--- config.mk ---
export PLATFORM = sky130hd
export DESIGN_NAME = sorted_priority_queue
export DESIGN_NICKNAME = d
export VERILOG_FILES = /design/src/rtl/spq_pkg.sv /design/src/rtl/spq_cell.sv /design/src/rtl/sorted_priority_queue.sv
export SDC_FILE = /design/constraint.sdc
export NUM_CORES = 2
export LEC_CHECK = 0
export ABC_AREA = 0
export BUFFER_PORTS_ARGS = -buffer_cell sky130_fd_sc_hd__buf_2
export CAP_MARGIN = 15
export CORE_ASPECT_RATIO = 1.25
export CORE_MARGIN = 10
export CORE_UTILIZATION = 25
export CTS_CLUSTER_SIZE = 12
export DETAILED_ROUTE_END_ITERATION = 8
export PLACE_DENSITY = 0.47
export SLEW_MARGIN = 20
export SYNTH_ARGS = -nofsm -noshare
export SYNTH_HDL_FRONTEND = slang
export SYNTH_SLANG_ARGS = --single-unit
export TNS_END_PERCENT = 1
--- constraint.sdc ---
create_clock -name clock -period 6.1 [get_ports clock]
set_input_delay 0.305 -clock clock [delete_from_list [all_inputs] [get_ports clock]]
set_output_delay 0.305 -clock clock [all_outputs]
set_load 0.02 [all_outputs]
--- src/rtl/spq_pkg.sv ---
// Package for the sorted priority queue: transaction structs, codes and defaults.
// No dependencies; every other file in rtl imports it.
`default_nettype none

package spq_pkg;

   localparam int CAPACITY_DEFAULT    = 16;
   localparam int VALUE_WIDTH_DEFAULT = 32;

   // Request modes.
   localparam logic MODE_INSERT = 1'b0;
   localparam logic MODE_POP    = 1'b1;

   // Response status codes.
   localparam logic [1:0] STATUS_OK    = 2'd0;
   localparam logic [1:0] STATUS_EMPTY = 2'd1;
   localparam logic [1:0] STATUS_FULL  = 2'd2;

   typedef struct packed {
      logic               mode;
      logic signed [31:0] value;
   } req_type;

   typedef struct packed {
      logic signed [31:0] pop_value;
      logic               pop_valid;
      logic [1:0]         status;
      logic [4:0]         occupancy;
   } rsp_type;

   typedef enum logic [1:0] {
      OP_HOLD,
      OP_INSERT,
      OP_POP
   } op_type;

   typedef struct packed {
      op_type op;
   } cell_ctl_type;

endpackage

`default_nettype wire

--- src/rtl/spq_cell.sv ---
// One storage cell of the sorted priority queue chain.
// Depends on spq_pkg for the cell control struct.
`default_nettype none

module spq_cell #(
   parameter int VALUE_WIDTH = spq_pkg::VALUE_WIDTH_DEFAULT
) (
   input  wire                              clock,
   input  wire spq_pkg::cell_ctl_type       ctl,
   input  wire                              cell_valid,
   input  wire  signed [VALUE_WIDTH-1:0]    new_value,
   input  wire  signed [VALUE_WIDTH-1:0]    left_entry,
   input  wire                              left_go,
   input  wire  signed [VALUE_WIDTH-1:0]    right_entry,
   output logic signed [VALUE_WIDTH-1:0]    entry,
   output logic                             go
);
   import spq_pkg::*;

   logic signed [VALUE_WIDTH-1:0] entry_ff;
   logic signed [VALUE_WIDTH-1:0] entry_in;

   // An empty cell always lies at or beyond the insertion point.
   assign go    = !cell_valid || (entry_ff <= new_value);
   assign entry = entry_ff;

   always_comb begin
      entry_in = entry_ff;
      case (ctl.op)
         OP_INSERT: begin
            if (left_go) begin
               entry_in = left_entry;
            end else if (go) begin
               entry_in = new_value;
            end
         end
         OP_POP: begin
            entry_in = right_entry;
         end
         default: begin
            entry_in = entry_ff;
         end
      endcase
   end

   always_ff @(posedge clock) begin
      entry_ff <= entry_in;
   end

endmodule

`default_nettype wire

--- src/rtl/sorted_priority_queue.sv ---
// Top level of the sorted priority queue: a chain of spq_cell instances kept in
// descending order, an occupancy counter and a registered response stage.
// Depends on spq_pkg and spq_cell.
//
//   Channel   Direction   Ports                              Payload
//   request   in          req_valid, req_stall, req_data     req_type
//   response  out         rsp_valid, rsp_stall, rsp_data     rsp_type
//
// Every accepted transaction gives exactly one response, in the cycle after it is accepted.
// All cells compare against the new value in parallel, so one transaction can be accepted
// in every cycle while no response is held by rsp_stall; the throughput is set by the single response register.
// Reset clears the occupancy counter and the response valid flag; stored entries
// need no clearing since only entries below the occupancy are ever read.
// The request side is stalled only while a response is held and itself stalled.
`default_nettype none

module sorted_priority_queue #(
   parameter int CAPACITY    = spq_pkg::CAPACITY_DEFAULT,
   parameter int VALUE_WIDTH = spq_pkg::VALUE_WIDTH_DEFAULT
) (
   input  wire                   clock,
   input  wire                   reset,
   input  wire                   req_valid,
   output logic                  req_stall,
   input  wire spq_pkg::req_type req_data,
   output logic                  rsp_valid,
   input  wire                   rsp_stall,
   output spq_pkg::rsp_type      rsp_data
);
   import spq_pkg::*;

   localparam int CW = $clog2(CAPACITY + 1);

   logic [CW-1:0] count_ff;
   logic [CW-1:0] count_in;
   logic          rsp_valid_ff;
   logic          rsp_valid_in;
   rsp_type       rsp_ff;
   rsp_type       rsp_in;

   logic          accept;
   logic          full;
   logic          empty;
   cell_ctl_type  ctl;

   logic signed [63:0]            value_wide;
   logic signed [VALUE_WIDTH-1:0] insert_value;
   logic signed [63:0]            head_wide;

   logic signed [VALUE_WIDTH-1:0] entry [CAPACITY];
   logic                          go    [CAPACITY];

   assign accept = req_valid && !req_stall;
   assign full   = (count_ff == CW'(CAPACITY));
   assign empty  = (count_ff == '0);

   // Narrow inputs keep their low bits; wide stores sign-extend the 32-bit field.
   assign value_wide   = 64'(req_data.value);
   assign insert_value = value_wide[VALUE_WIDTH-1:0];
   assign head_wide    = 64'(entry[0]);

   always_comb begin
      ctl.op = OP_HOLD;
      if (accept) begin
         if (req_data.mode == MODE_INSERT && !full) begin
            ctl.op = OP_INSERT;
         end else if (req_data.mode == MODE_POP && !empty) begin
            ctl.op = OP_POP;
         end
      end
   end

   for (genvar i = 0; i < CAPACITY; i++) begin : g_cell
      logic signed [VALUE_WIDTH-1:0] left_entry;
      logic                          left_go;
      logic signed [VALUE_WIDTH-1:0] right_entry;

      if (i == 0) begin : g_head
         assign left_entry = insert_value;
         assign left_go    = 1'b0;
      end else begin : g_body
         assign left_entry = entry[i-1];
         assign left_go    = go[i-1];
      end

      if (i == CAPACITY - 1) begin : g_tail
         assign right_entry = entry[i];
      end else begin : g_inner
         assign right_entry = entry[i+1];
      end

      spq_cell #(
         .VALUE_WIDTH(VALUE_WIDTH)
      ) u_cell (
         .clock      (clock),
         .ctl        (ctl),
         .cell_valid (count_ff > CW'(i)),
         .new_value  (insert_value),
         .left_entry (left_entry),
         .left_go    (left_go),
         .right_entry(right_entry),
         .entry      (entry[i]),
         .go         (go[i])
      );
   end

   always_comb begin
      case (ctl.op)
         OP_INSERT: count_in = count_ff + CW'(1);
         OP_POP:    count_in = count_ff - CW'(1);
         default:   count_in = count_ff;
      endcase
   end

   always_comb begin
      rsp_in.pop_value = '0;
      rsp_in.pop_valid = 1'b0;
      rsp_in.status    = STATUS_OK;
      rsp_in.occupancy = 5'(count_in);
      if (req_data.mode == MODE_INSERT) begin
         if (full) begin
            rsp_in.status = STATUS_FULL;
         end
      end else begin
         if (empty) begin
            rsp_in.status = STATUS_EMPTY;
         end else begin
            rsp_in.pop_value = head_wide[31:0];
            rsp_in.pop_valid = 1'b1;
         end
      end
   end

   always_comb begin
      rsp_valid_in = rsp_valid_ff && rsp_stall;
      if (accept) begin
         rsp_valid_in = 1'b1;
      end
   end

   always_ff @(posedge clock) begin
      if (reset) begin
         count_ff     <= '0;
         rsp_valid_ff <= 1'b0;
      end else begin
         count_ff     <= count_in;
         rsp_valid_ff <= rsp_valid_in;
      end
   end

   always_ff @(posedge clock) begin
      if (accept) begin
         rsp_ff <= rsp_in;
      end
   end

   assign req_stall = rsp_valid_ff && rsp_stall;
   assign rsp_valid = rsp_valid_ff;
   assign rsp_data  = rsp_ff;

   // The counter never runs past the number of cells.
   assert property (@(posedge clock) disable iff (reset) count_ff <= CW'(CAPACITY))
      else $error("occupancy exceeds capacity");

   // A pop on a non-empty queue is answered next cycle with a removed value.
   assert property (@(posedge clock) disable iff (reset)
      (accept && req_data.mode == MODE_POP && !empty) |=> (rsp_valid && rsp_data.pop_valid))
      else $error("pop on non-empty queue gave no value");

   // The response occupancy agrees with the counter it was taken from.
   assert property (@(posedge clock) disable iff (reset)
      accept |=> (rsp_data.occupancy == 5'(count_ff)))
      else $error("response occupancy disagrees with counter");

   // Stored entries stay in descending order.
   for (genvar k = 0; k < CAPACITY - 1; k++) begin : g_order
      assert property (@(posedge clock) disable iff (reset)
         (count_ff > CW'(k + 1)) |-> (entry[k] >= entry[k+1]))
         else $error("entries out of order");
   end

endmodule

`default_nettype wire
==> results.sh <==
export IMPL_outcome="finished, final reports clean"
export IMPL_synth_cell_type_count=66
export IMPL_cts_tree="built"
export IMPL_path_class="input pin to flip-flop"
export IMPL_synth_top_cells_by_count="552 x edfxtp_1, 517 x ha_1, 397 x a221o_1"
export IMPL_path_max_fanout=20
export IMPL_core_area_mm2=0.150
export IMPL_synth_area_leaders="edfxtp_1 44%, ha_1 17%, a221o_1 11%"
export IMPL_syn_inst=3437
export IMPL_insertion_delay_ns=0.67
export IMPL_r2r_slack_ns=1.75
export IMPL_yosysWarnings=0
export IMPL_num_antenna_cells=0
export IMPL_relSlewSlack_pct=24.0
export IMPL_r2r_end="g_cell[13].u_cell.entry[22]$_DFFE_PP_"
export IMPL_netlist_area_mm2=0.0378
export IMPL_min_path_type="input pin to flip-flop"
export IMPL_synth_top_cell_area_share_pct=43.9
export IMPL_cp_data_arrival_time_ns=5.15
export IMPL_whs_endpoint="g_cell[15].u_cell.entry[25]$_DFFE_PP_"
export IMPL_syn_num_nets=3991
export IMPL_grt_first_pass_wirelength_mm=205
export IMPL_antenna_found_initial=1
export IMPL_finalSetupTns_ns=0
export IMPL_grt_ovfl_total=0
export IMPL_avgSynthCellArea_um2=11.0
export IMPL_dr_total_vias=30200
export IMPL_cts_buffer_depth=3
export IMPL_clock_sinks=558
export IMPL_worst_slew_pin_slew_ns=1.14
export IMPL_port_buffers=78
export IMPL_drive_gt1_share_pct=10.2
export IMPL_min_period_over_period_pct=75.9
export IMPL_rsz0062_at_grt="false"
export IMPL_post_route_min_period_ns=4.63
export IMPL_final_cell_area_mm2=0.0432
export IMPL_die_area_mm2=0.167
export IMPL_yosys_register_bits=558
export IMPL_skew_ns=0.0403
export IMPL_fp_dieW_um=368
export IMPL_dp_cells=5401
export IMPL_p_int_mw=8.92
export IMPL_crit_path_frequent_cell="a221o_1"
export IMPL_synth_ff_type="edfxtp_1"
export IMPL_endpoint_kind="flip-flop"
export IMPL_wirelength_mm=140
export IMPL_setup_viol=0
export IMPL_hp_start="req_data[25]"
export IMPL_grt_usage_pct=16.0
export IMPL_viasPerCell=5.44
export IMPL_synth_edff_count=552
export IMPL_num_rows=159
export IMPL_synthXorXnorAreaFrac_pct=0.0695
export IMPL_yosysSeqAreaShare_pct=44.2
export IMPL_synth_simple_area_share_pct=14.3
export IMPL_switching_share_pct=34.3
export IMPL_drtPass1Iterations=6
export IMPL_drc_errors=0
export IMPL_p_leak_nw=16.3
export IMPL_stdcell_count=5548
export IMPL_hold_depth=2
export IMPL_grt_pass1_vias=30200
export IMPL_p_comb_share_pct=27.2
export IMPL_gp_congestion=0.821
export IMPL_grt_max_degree=218
export IMPL_rr_startpoint="count_ff[1]$_SDFF_PP0_"
export IMPL_synth_area_leader_cell="edfxtp_1"
export IMPL_drv_slew=0
export IMPL_numCtsBuffers=66
export IMPL_clk_pin_slew_ns=0.06
export IMPL_power_frac_clock_pct=30.1
export IMPL_die_h_um=455
export IMPL_ir_drop_uv=177
export IMPL_path_cells="dlygate4sd3_1 > buf_2 > inv_1 > ha_1 > a21oi_1 > o21ai_0 > a221o_1 > o31a_1 > o31ai_4 > and2_1 > buf_4 > a221o_1"
export IMPL_dpl_hpwl_mm=105
export IMPL_drtIter0Drc=2265
export IMPL_fillers=15400
export IMPL_dpl_cell_area_mm2=0.0408
export IMPL_power_mw=13.6
export IMPL_clock_fmax_mhz=216
export IMPL_startpoint_type="input pin"
export IMPL_hold_viol_final=0
export IMPL_wl_per_cell_um=25.2
export IMPL_cap_violations=0
export IMPL_htreeDepth=3
export IMPL_post_cts_resized=0
export IMPL_layout_nets=4044
export IMPL_cts_root_buf="clkbuf_16"
export IMPL_slowest_delay_ns=0.81
export IMPL_rr_worst_depth=11
export IMPL_num_io_pins=79
export IMPL_pwr_density_cell_mw_per_mm2=314
export IMPL_synth_async_sr_flop_share_pct=0
export IMPL_syn2layout_area_growth_pct=14.3
export IMPL_start_util_pct=25.2
export IMPL_antenna_left=0
export IMPL_power_switching_mw=4.65
export IMPL_slowest_stage="o31ai_4"
export IMPL_cp_required_ns=6.62
export IMPL_synth_most_common_cell="edfxtp_1"
export IMPL_synth_compound_area_share_pct=19.4
export IMPL_synth_top_family_by_area="compound AO/OA/AOI/OAI gates"
export IMPL_synthAdderAreaFrac_pct=17.1
export IMPL_synth_mux_area_share_pct=0.953
export IMPL_pwr_share_seq_pct=42.8
[cell families (layout without fill, tap and decap cells)]
| group | after synthesis | in the layout |
|---|---|---|
| fa+ha+maj | 517 | 517 |
| simple gates | 1051 | 1051 |
| compound gates | 903 | 903 |
| buf+inv | 373 | 472 |
| mux | 32 | 32 |
| flops | 558 | 558 |
| xor+xnor | 3 | 3 |
[power groups by stage]
stage | logic [mW] | clock network (mW) | registers, mW
2_1_floorplan | 2.58 | 0 | 5.54
3_3_place_gp | 3.52 | 0 | 5.91
3_5_place_dp | 3.64 | 0 | 5.89
4_1_cts | 3.67 | 4.19 | 5.82
5_1_grt | 4.09 | 4.30 | 5.86
6_report | 3.69 | 4.08 | 5.81
[metrics by stage]
step / setup slack (ns) / hold WS [ns] / util [%]
after global routing: 1.25 / 0.186 / 28.8
after global placement: 1.41 / 0.528 / 27.2
final: 1.47 / 0.182 / 28.8
after detailed placement: 1.39 / 0.549 / 27.2
after CTS: 1.52 / 0.165 / 28.8
after floorplan: 1.06 / 0.377 / -
[state kept, by name, indices dropped and copies added, names as in the netlist]
name	count
count_ff	5
g_cell.u_cell.entry	512
rsp_data	40
rsp_valid	1
[worst max path at each step]
stage          slack (ns)  cells past startpoint                                    end         start
2_1_floorplan        1.06                     11    g_cell[5].u_cell.entry[0]$_DFFE_PP_   req_data[7]
3_3_place_gp         1.41                     10    g_cell[6].u_cell.entry[7]$_DFFE_PP_  req_data[11]
3_5_place_dp         1.39                     12    g_cell[8].u_cell.entry[5]$_DFFE_PP_   req_data[5]
4_1_cts              1.52                     13   g_cell[3].u_cell.entry[26]$_DFFE_PP_   req_data[5]
5_1_grt              1.25                     13  g_cell[14].u_cell.entry[27]$_DFFE_PP_  req_data[14]
6_report             1.47                     12  g_cell[13].u_cell.entry[22]$_DFFE_PP_   req_data[5]
[metal layers]
layer	routed length (um)	track usage [%]
met1	52800	17.4
met2	74000	30.4
met3	4390	1.35
met4	8330	9.09
met5	13	0
[critical path, delay by kind of cell]
family	cells	cell delay, ns
fa+ha+maj	1	0.37
compound gates	6	2.13
simple gates	1	0.70
buf+inv	4	1.61
[layout by cell type, fill, tap and decap left out, types with 33 or more instances in the layout]
cell	netlist	layout
o21ai_0	47	47
edfxtp_1	552	552
nor3_1	366	366
a221o_1	397	397
ha_1	517	517
dlygate4sd3_1	0	33
buf_4	0	113
nand2_1	283	282
inv_1	129	128
a21oi_1	231	225
nand4_1	93	93
and2_1	36	36
clkbuf_16	0	71
buf_2	67	78
nor2_1	56	50
nand3_1	50	50
o221ai_1	64	64
[what timing repair did]
| action | in CTS | in global routing |
|---|---|---|
| buffers inserted | 0 | 0 |
| hold endpoints to repair | 35 | 0 |
| hold buffers | 33 | 0 |
[area by class of cell]
cell class	instances	area, um^2	share of cell area [%]
Timing Repair Buffer	229	1670	3.86
Inverter	129	484	1.12
Clock buffer	81	1810	4.20
Tap cell	2012	2520	5.83
Multi-Input combinational cell	2506	19700	45.7
Sequential cell	558	16700	38.6
Clock inverter	33	278	0.643
Note: power is estimated with default switching activity, not from simulation.
